<file path="src/npud_pkg.sv">
// Shared types, constants and helpers of the nibble pixel unpacker.
package npud_pkg;

	localparam int ADDR_BITS_DEF = 22;
	localparam int NIB_W         = 4;
	localparam int NIBS          = 4;
	localparam int IDX_W         = 2;
	localparam int PIX_W         = 8;
	localparam int BYTE_W        = 8;
	localparam int WORD_W        = 16;
	localparam int DIM_W         = 11;
	localparam int PITCH_W       = 13;
	localparam int COL_W         = 10;
	localparam int ROW_W         = 10;
	localparam int PLANE_W       = 3;
	localparam int LEFT_W        = 21;
	localparam int CFG_IDX_W     = 3;
	localparam int CFG_DATA_W    = 13;
	localparam int COL_STEP      = 4;
	localparam int DIM_MAX       = 1024;
	localparam int QDEPTH        = 2;

	typedef enum logic [CFG_IDX_W-1:0] {
		CFG_WIDTH  = 3'd0,
		CFG_HEIGHT = 3'd1,
		CFG_PITCH  = 3'd2,
		CFG_BASE   = 3'd3,
		CFG_TZ     = 3'd4,
		CFG_DS     = 3'd5
	} cfg_idx_t;

	typedef struct packed {
		logic [DIM_W-1:0]   width;   // clamped to 1..1024
		logic [DIM_W-1:0]   height;  // clamped to 1..1024
		logic [PITCH_W-1:0] pitch;
		logic [PIX_W-1:0]   base;
		logic               tz;
		logic               ds;
	} cfg_t;

	// Four finished pixel values of one word, index 0 goes out first.
	typedef logic [NIBS-1:0][PIX_W-1:0] pix_set_t;

	function automatic logic [DIM_W-1:0] clamp_dim(input logic [DIM_W-1:0] v);
		logic [DIM_W-1:0] r;
		if (v == '0) begin
			r = DIM_W'(1);
		end else if (v > DIM_W'(DIM_MAX)) begin
			r = DIM_W'(DIM_MAX);
		end else begin
			r = v;
		end
		return r;
	endfunction

endpackage

</file>
<file path="src/npud_cfg.sv">
// Configuration register file with write channel and image size product.
module npud_cfg (
	input  logic                                clk,
	input  logic                                arst_n,
	input  logic                                cfg_valid,
	output logic                                cfg_ready,
	input  logic [npud_pkg::CFG_IDX_W-1:0]      cfg_index,
	input  logic [npud_pkg::CFG_DATA_W-1:0]     cfg_data,
	output npud_pkg::cfg_t                      cfg,
	output logic [npud_pkg::LEFT_W-1:0]         wh
);

	npud_pkg::cfg_t                    cfg_q;
	logic [npud_pkg::LEFT_W-1:0]       wh_q;

	assign cfg_ready = 1'b1;
	assign cfg       = cfg_q;
	assign wh        = wh_q;

	always_ff @(posedge clk or negedge arst_n) begin
		if (!arst_n) begin
			cfg_q.width  <= npud_pkg::DIM_W'(16);
			cfg_q.height <= npud_pkg::DIM_W'(16);
			cfg_q.pitch  <= npud_pkg::PITCH_W'(16);
			cfg_q.base   <= npud_pkg::PIX_W'(1);
			cfg_q.tz     <= 1'b0;
			cfg_q.ds     <= 1'b0;
			wh_q         <= npud_pkg::LEFT_W'(256);
		end else begin
			// keep the pixel count fresh, updated in the cycle after the dimensions change
			wh_q <= npud_pkg::LEFT_W'(cfg_q.width) * npud_pkg::LEFT_W'(cfg_q.height);
			if (cfg_valid) begin
				case (npud_pkg::cfg_idx_t'(cfg_index))
					npud_pkg::CFG_WIDTH: begin
						cfg_q.width <= npud_pkg::clamp_dim(cfg_data[npud_pkg::DIM_W-1:0]);
					end
					npud_pkg::CFG_HEIGHT: begin
						cfg_q.height <= npud_pkg::clamp_dim(cfg_data[npud_pkg::DIM_W-1:0]);
					end
					npud_pkg::CFG_PITCH: begin
						cfg_q.pitch <= cfg_data[npud_pkg::PITCH_W-1:0];
					end
					npud_pkg::CFG_BASE: begin
						cfg_q.base <= cfg_data[npud_pkg::PIX_W-1:0];
					end
					npud_pkg::CFG_TZ: begin
						cfg_q.tz <= cfg_data[0];
					end
					npud_pkg::CFG_DS: begin
						cfg_q.ds <= cfg_data[0];
					end
					default: begin
					end
				endcase
			end
		end
	end

endmodule

</file>
<file path="src/npud_front.sv">
// Front end: takes input words and turns their nibbles into palette indices.
module npud_front (
	input  logic                              s_tvalid,
	output logic                              s_tready,
	input  logic [npud_pkg::WORD_W-1:0]       s_tdata,
	input  npud_pkg::cfg_t                    cfg,
	output logic                              push,
	output npud_pkg::pix_set_t                push_data,
	input  logic                              q_full
);

	logic [npud_pkg::NIB_W-1:0] nib;

	assign s_tready = !q_full;
	assign push     = s_tvalid && !q_full;

	// high byte high nibble first, low byte low nibble last
	always_comb begin
		nib = '0;
		for (int i = 0; i < npud_pkg::NIBS; i++) begin
			nib = s_tdata[npud_pkg::WORD_W-1-npud_pkg::NIB_W*i -: npud_pkg::NIB_W];
			if (cfg.tz && nib == '0) begin
				push_data[i] = '0;
			end else begin
				push_data[i] = npud_pkg::PIX_W'(npud_pkg::PIX_W'(nib) + cfg.base
					- npud_pkg::PIX_W'(1));
			end
		end
	end

endmodule

</file>
<file path="src/npud_queue.sv">
// Two-entry word queue between the front end and the address walker.
module npud_queue (
	input  logic                 clk,
	input  logic                 arst_n,
	input  logic                 push,
	input  npud_pkg::pix_set_t   push_data,
	output logic                 full,
	input  logic                 pop,
	output logic                 head_valid,
	output npud_pkg::pix_set_t   head_data
);

	npud_pkg::pix_set_t          mem_q [npud_pkg::QDEPTH];
	logic                        wr_ptr_q;
	logic                        rd_ptr_q;
	logic [1:0]                  cnt_q;

	assign full       = (cnt_q == 2'(npud_pkg::QDEPTH));
	assign head_valid = (cnt_q != '0);
	assign head_data  = mem_q[rd_ptr_q];

	always_ff @(posedge clk or negedge arst_n) begin
		if (!arst_n) begin
			wr_ptr_q <= 1'b0;
			rd_ptr_q <= 1'b0;
			cnt_q    <= '0;
		end else begin
			if (push) begin
				wr_ptr_q <= !wr_ptr_q;
			end
			if (pop) begin
				rd_ptr_q <= !rd_ptr_q;
			end
			if (push && !pop) begin
				cnt_q <= cnt_q + 2'd1;
			end else if (pop && !push) begin
				cnt_q <= cnt_q - 2'd1;
			end
		end
	end

	always_ff @(posedge clk) begin
		if (push) begin
			mem_q[wr_ptr_q] <= push_data;
		end
	end

endmodule

</file>
<file path="src/npud_back.sv">
// Back end: walks raster or plane addresses and emits one pixel per cycle while a word is queued and o_ready allows.
module npud_back #(
	parameter int ADDR_BITS = npud_pkg::ADDR_BITS_DEF
) (
	input  logic                              clk,
	input  logic                              arst_n,
	input  npud_pkg::cfg_t                    cfg,
	input  logic [npud_pkg::LEFT_W-1:0]       wh,
	input  logic                              q_valid,
	input  npud_pkg::pix_set_t                q_data,
	output logic                              q_pop,
	output logic                              o_valid,
	input  logic                              o_ready,
	output logic [ADDR_BITS-1:0]              o_addr,
	output logic [npud_pkg::PIX_W-1:0]        o_pix,
	output logic                              o_done,
	output logic                              o_last
);

	localparam int PROD_W = npud_pkg::ROW_W + npud_pkg::PITCH_W;
	localparam int SUM_W  = PROD_W + 2;
	localparam int CMP_W  = npud_pkg::DIM_W + 1;

	logic [npud_pkg::COL_W-1:0]    col_q, col_c, col_n;
	logic [npud_pkg::ROW_W-1:0]    row_q, row_c, row_n;
	logic [npud_pkg::PLANE_W-1:0]  plane_q, plane_c, plane_n;
	logic [npud_pkg::LEFT_W-1:0]   left_q, left_c, left_n;
	logic [npud_pkg::IDX_W-1:0]    idx_q;
	logic                          ovld_q;
	logic                          fire, start, done, last;
	logic [PROD_W-1:0]             prod;
	logic [SUM_W-1:0]              sum;
	logic [npud_pkg::DIM_W-1:0]    nx;
	logic                          row_wrap;

	assign fire    = q_valid && (!ovld_q || o_ready);
	assign q_pop   = fire && last;
	assign o_valid = ovld_q;

	always_comb begin
		start   = (left_q == '0);
		col_c   = start ? '0 : col_q;
		row_c   = start ? '0 : row_q;
		plane_c = start ? '0 : plane_q;
		left_c  = start ? wh : left_q;
		left_n  = left_c - npud_pkg::LEFT_W'(1);
		done    = (left_n == '0);
		last    = done || (idx_q == npud_pkg::IDX_W'(npud_pkg::NIBS - 1));

		prod = PROD_W'(row_c) * PROD_W'(cfg.pitch);
		sum  = SUM_W'(prod) + SUM_W'(col_c)
			+ (cfg.ds ? SUM_W'(plane_c) : SUM_W'(0));

		nx       = npud_pkg::DIM_W'(col_c) + npud_pkg::DIM_W'(npud_pkg::COL_STEP);
		row_wrap = (npud_pkg::DIM_W'(row_c) + npud_pkg::DIM_W'(1) >= cfg.height);
		col_n    = col_c;
		row_n    = row_c;
		plane_n  = plane_c;
		if (cfg.ds) begin
			if (CMP_W'(nx) + CMP_W'(plane_c) >= CMP_W'(cfg.width)) begin
				col_n = '0;
				if (row_wrap) begin
					row_n   = '0;
					plane_n = plane_c + npud_pkg::PLANE_W'(1);
				end else begin
					row_n = row_c + npud_pkg::ROW_W'(1);
				end
			end else begin
				col_n = nx[npud_pkg::COL_W-1:0];
			end
		end else begin
			if (npud_pkg::DIM_W'(col_c) + npud_pkg::DIM_W'(1) >= cfg.width) begin
				col_n = '0;
				row_n = row_wrap ? '0 : row_c + npud_pkg::ROW_W'(1);
			end else begin
				col_n = col_c + npud_pkg::COL_W'(1);
			end
		end
	end

	always_ff @(posedge clk or negedge arst_n) begin
		if (!arst_n) begin
			col_q   <= '0;
			row_q   <= '0;
			plane_q <= '0;
			left_q  <= '0;
			idx_q   <= '0;
			ovld_q  <= 1'b0;
		end else begin
			if (fire) begin
				col_q   <= col_n;
				row_q   <= row_n;
				plane_q <= plane_n;
				left_q  <= left_n;
				idx_q   <= last ? '0 : idx_q + npud_pkg::IDX_W'(1);
				ovld_q  <= 1'b1;
			end else if (o_ready) begin
				ovld_q <= 1'b0;
			end
		end
	end

	always_ff @(posedge clk) begin
		if (fire) begin
			o_addr <= ADDR_BITS'(sum);
			o_pix  <= q_data[idx_q];
			o_done <= done;
			o_last <= last;
		end
	end

endmodule

</file>
<file path="src/nibble_pixel_unpack_descramble.sv">
// An accepted word is written into the queue; the walker then registers its first pixel and raises m_tvalid.
// Throughput: one pixel per cycle from the address walker while a word is queued and m_tready allows, so four
// pixels per word (fewer when the image ends inside a word); the walker is the limiting unit.
// The two-entry queue keeps s_tready high while the output beat waits, until both entries hold words.
// Reset (arst_n low, asynchronous): walker, queue and output valid cleared,
// registers back to width 16, height 16, pitch 16, base 1, both modes off.
module nibble_pixel_unpack_descramble #(
	parameter int ADDR_BITS = npud_pkg::ADDR_BITS_DEF
) (
	input  logic                              clk,
	input  logic                              arst_n,
	// input words
	input  logic                              s_tvalid,
	output logic                              s_tready,
	input  logic [npud_pkg::WORD_W-1:0]       s_tdata,   // [7:0] low_byte, [15:8] high_byte
	// pixel beats
	output logic                              m_tvalid,
	input  logic                              m_tready,
	output logic [((ADDR_BITS+npud_pkg::PIX_W+7)/8)*8-1:0] m_tdata,
	// m_tdata: [ADDR_BITS-1:0] pixel_address, next 8 bits pixel_value, rest zero
	output logic                              m_tlast,   // image_done
	output logic                              m_tuser,   // last_of_word
	// register writes
	input  logic                              cfg_valid,
	output logic                              cfg_ready,
	input  logic [npud_pkg::CFG_IDX_W-1:0]    cfg_index,
	input  logic [npud_pkg::CFG_DATA_W-1:0]   cfg_data
);

	localparam int TDATA_W = ((ADDR_BITS + npud_pkg::PIX_W + 7) / 8) * 8;

	npud_pkg::cfg_t                     cfg;
	logic [npud_pkg::LEFT_W-1:0]        wh;
	logic                               push, q_full, q_valid, q_pop;
	npud_pkg::pix_set_t                 push_data, q_data;
	logic [ADDR_BITS-1:0]               addr;
	logic [npud_pkg::PIX_W-1:0]         pix;

	// registers and the width-times-height product
	npud_cfg u_cfg (
		.clk       (clk),
		.arst_n    (arst_n),
		.cfg_valid (cfg_valid),
		.cfg_ready (cfg_ready),
		.cfg_index (cfg_index),
		.cfg_data  (cfg_data),
		.cfg       (cfg),
		.wh        (wh)
	);

	// take the word and work out all four palette indices up front
	npud_front u_front (
		.s_tvalid  (s_tvalid),
		.s_tready  (s_tready),
		.s_tdata   (s_tdata),
		.cfg       (cfg),
		.push      (push),
		.push_data (push_data),
		.q_full    (q_full)
	);

	// hold words here so input and output stall independently
	npud_queue u_queue (
		.clk        (clk),
		.arst_n     (arst_n),
		.push       (push),
		.push_data  (push_data),
		.full       (q_full),
		.pop        (q_pop),
		.head_valid (q_valid),
		.head_data  (q_data)
	);

	// step through the address walk, drop nibbles past the end of the image
	npud_back #(
		.ADDR_BITS (ADDR_BITS)
	) u_back (
		.clk     (clk),
		.arst_n  (arst_n),
		.cfg     (cfg),
		.wh      (wh),
		.q_valid (q_valid),
		.q_data  (q_data),
		.q_pop   (q_pop),
		.o_valid (m_tvalid),
		.o_ready (m_tready),
		.o_addr  (addr),
		.o_pix   (pix),
		.o_done  (m_tlast),
		.o_last  (m_tuser)
	);

	// pack the beat: address low, pixel above, zero pad to a whole byte
	assign m_tdata = TDATA_W'({pix, addr});

endmodule

</file>
<file path="config.mk">
export PLATFORM = sky130hd
export DESIGN_NAME = nibble_pixel_unpack_descramble
export DESIGN_NICKNAME = d
export VERILOG_FILES = /design/src/npud_pkg.sv /design/src/npud_cfg.sv /design/src/npud_front.sv /design/src/npud_queue.sv /design/src/npud_back.sv /design/src/nibble_pixel_unpack_descramble.sv
export SDC_FILE = /design/constraint.sdc
export NUM_CORES = 1
export LEC_CHECK = 0
export BUFFER_PORTS_ARGS = -buffer_cell sky130_fd_sc_hd__buf_4
export CAP_MARGIN = 20
export CORE_ASPECT_RATIO = 0.9
export CORE_UTILIZATION = 60
export DETAILED_ROUTE_END_ITERATION = 6
export GPL_TIMING_DRIVEN = 1
export PLACE_DENSITY = 0.9
export SYNTH_ARGS = -nofsm -noshare
export SYNTH_HDL_FRONTEND = slang
export SYNTH_SLANG_ARGS = --single-unit
</file>
<file path="constraint.sdc">
create_clock -name clk -period 8.38 [get_ports clk]
set_clock_uncertainty 0.1 [all_clocks]
set_input_delay 1.257 -clock clk [delete_from_list [all_inputs] [get_ports clk]]
set_output_delay 1.257 -clock clk [all_outputs]
set_load 0.01 [all_outputs]
</file>
==> results.sh <==
export IMPL_async_flop_share=0.549
export IMPL_setup_tns_ns=0
export IMPL_syn_avg_cell_area_sq_um=9.67
export IMPL_num_io_pins=74
export IMPL_first_iter_violations=1799
export IMPL_cts_setup_buffers=0
export IMPL_drive_above_1_share=0.0983
export IMPL_die_w_um=195
export IMPL_grt_max_degree=64
export IMPL_area_growth_pct=8.33
export IMPL_grt_pass1_wl_mm=83.9
export IMPL_outcome="complete, no violations"
export IMPL_syn_inst=2085
export IMPL_hp_class="reg -> reg"
export IMPL_place_gp_congestion=0.988
export IMPL_min_period_over_period=0.927
export IMPL_drtAntennaViolNets=0
export IMPL_crit_fanout=8
export IMPL_finalSetupViolations=0
export IMPL_cts_clk_slew_worst_paths_ns=0.06
export IMPL_n_fill_cell=2302
export IMPL_cts_buffer_depth=3
export IMPL_critPathCaptureType="register"
export IMPL_netlist_cell_type_count=83
export IMPL_fp_coreArea_sq_um=33000
export IMPL_cp_required_ns=8.58
export IMPL_maxCapViolCount=0
export IMPL_placed_cell_area_sq_um=21000
export IMPL_yosys_area_top_type_share=0.183
export IMPL_synth_area_leaders="fa_1, edfxtp_1, dfrtp_1"
export IMPL_via_per_inst=6.21
export IMPL_root_buffer="clkbuf_16"
export IMPL_dp_hpwl_mm=38.1
export IMPL_finalNetCount=2520
export IMPL_synth_compound_area_share=0.0945
export IMPL_grt_overflow_total=0
export IMPL_dr_pass1_iters=7
export IMPL_synth_common_cells="inv_1, nand2_1, ha_1, fa_1, nor2_1"
export IMPL_fmax_ghz=0.129
export IMPL_cts_hold_fix_buffers=0
export IMPL_instances_no_fill=2548
export IMPL_start_util=0.611
export IMPL_p_total_mw=8.02
export IMPL_ys_warn_count=0
export IMPL_start_kind="register"
export IMPL_synth_mux_area_frac=0.0374
export IMPL_numCtsBuffers=25
export IMPL_synth_xor_xnor_area_share=0.0429
export IMPL_arrival_ns=7.97
export IMPL_hold_slack_ns=0.417
export IMPL_busiest_layer="met2"
export IMPL_period_needed_ns=7.77
export IMPL_synthAdderAreaFrac=0.302
export IMPL_antenna_found_initial=0
export IMPL_dieArea_sq_um=34400
export IMPL_yosysSeqAreaShare=0.288
export IMPL_finalInstanceArea_sq_um=21800
export IMPL_synth_top_family_by_area="adder cells"
export IMPL_drv_slew=0
export IMPL_synth_top_cell_by_area="fa_1"
export IMPL_met2_usage=0.516
export IMPL_syn_area_sq_um=20200
export IMPL_path_class="reg -> reg"
export IMPL_ys_flop_type="dfrtp_1"
export IMPL_use_met1=0.404
export IMPL_p_leak_nw=10.5
export IMPL_clk_latency_ns=0.58
export IMPL_diodes=0
export IMPL_wl_per_cell_um=20.1
export IMPL_ys_seq_elements=213
export IMPL_die_y_um=176
export IMPL_first_global_vias=16300
export IMPL_cts_sinks=213
export IMPL_htreeDepth=1
export IMPL_peakVddDrop_v=0.000331
export IMPL_synth_edf_count=96
export IMPL_finalHoldViolCount=0
export IMPL_yosys_area_share_simple=0.158
export IMPL_fp_row_count=63
export IMPL_tritoncts="built"
export IMPL_worst_slew_pin_slew_ns=0.980
export IMPL_grt_util_all_layers=0.307
export IMPL_yosysMostFrequentCell="inv_1"
export IMPL_use_met3=0.0571
export IMPL_port_buffer_count=70
export IMPL_finalWirelength_mm=51.2
export IMPL_maxSlewHeadroom=0.344
export IMPL_num_vias=15800
export IMPL_rsz0062_at_grt="no"
export IMPL_place_inst=2502
export IMPL_drc=0
export IMPL_power_density_nw_per_um2=367
## sequential cells by signal, summed over array words and instances (netlist names), 2 cells and up
register        cells
u_queue.cnt_q       2
u_back.col_q       10
u_back.o_pix        8
u_back.left_q      21
u_back.o_addr      22
u_cfg.cfg          45
u_queue.mem_q      64
u_back.row_q       10
u_cfg.wh           21
u_back.idx_q        2
u_back.plane_q      3
## where the power goes
group	leakage, nW	internal, mW	switching, mW
Combinational	7.75	2.01	2.77
Clock	0.413	0.653	0.477
Sequential	2.36	1.68	0.427
Total	10.5	4.35	3.67
## metrics by stage
step                setup WS (ns)   util
finish                      0.609  0.662
global route                0.138  0.662
CTS                         0.561  0.662
detailed placement          0.614  0.636
global placement            0.885  0.635
floorplan                    1.49      -
## area by class of cell
class	instances	area, sq um	share of cell area
clock buffers	29	651	0.0298
clock inverters	17	184	0.00842
inverters	320	1200	0.0550
multi-input cells	1465	12800	0.587
flip-flops and latches	213	5820	0.266
well taps	422	528	0.0242
repair buffers	82	636	0.0291
## layout by cell type, fill, tap and decap left out, drive strengths merged, types with 9 or more instances in the layout
cell    instances
nor4           17
inv           319
clkbuf         29
o21ai          66
dfrtp         112
and3           66
clkinv         14
xnor2          66
ha            192
or3            13
a31oi          15
nand4           9
nor2          150
nand3          34
a21o           37
mux2           35
buf            82
o31ai          10
nor3           36
a22o           10
xor2           32
a21oi          61
nand2         230
nand2b         21
edfxtp         96
mux4           16
o21a            9
fa            184
and2           35
nor2b          13
## path summary, 6_finish.rpt
kind | start | end | slack [ns] | cells after the start
worst min register to register | u_cfg.cfg[5] | u_cfg.cfg[5] | 0.42 | 1
worst min-delay path | u_cfg.cfg[5] | u_cfg.cfg[5] | 0.42 | 1
worst max-delay path | u_back.left_q[3] | u_back.o_addr[21] | 0.61 | 21
min in group asynchronous | arst_n | u_back.left_q[13] | 0.63 | 1
max in group asynchronous | arst_n | u_cfg.cfg[40] | 6.18 | 2
worst max register to register | u_back.left_q[3] | u_back.o_addr[21] | 0.61 | 21
## kinds of logic (layout without fill, tap and decap cells)
kind of cell,after synthesis,after routing
AO/OA/AOI/OAI,282,282
XOR/XNOR,98,98
adder cells (fa/ha/maj),376,376
buffers and inverters,408,448
flip-flops,213,213
multiplexers,51,51
other,2,3
AND/OR/NAND/NOR,655,655
## critical path: stages (launching register included)
cell and delay (ns):
dfrtp_1 0.47, nor4_4 0.58, nand4_2 0.29, nor2_2 0.56, nor2_1 0.32, nand2_1 0.16, fa_1 0.46, fa_1 0.54
inv_1 0.06, fa_1 0.50, fa_1 0.54, inv_1 0.05, fa_1 0.53, inv_1 0.04, ha_1 0.33, nand2_1 0.09
o41ai_1 0.72, nor3b_1 0.42, o21a_1 0.24, o21ai_0 0.14, a31oi_1 0.23, xnor2_1 0.11
## routing by layer
metal | vias up | routed length, um
met2 | 881 | 24500
met3 | 180 | 4920
li1 | 6987 | -
met5 | - | 0
met4 | 0 | 1720
met1 | 7765 | 20100
## what timing repair did
item	in CTS	in global routing
setup endpoints to repair	0	1
resized for setup	0	1
hold endpoints to repair	0	0
No activity file was read; power rests on OpenSTA's default activity.
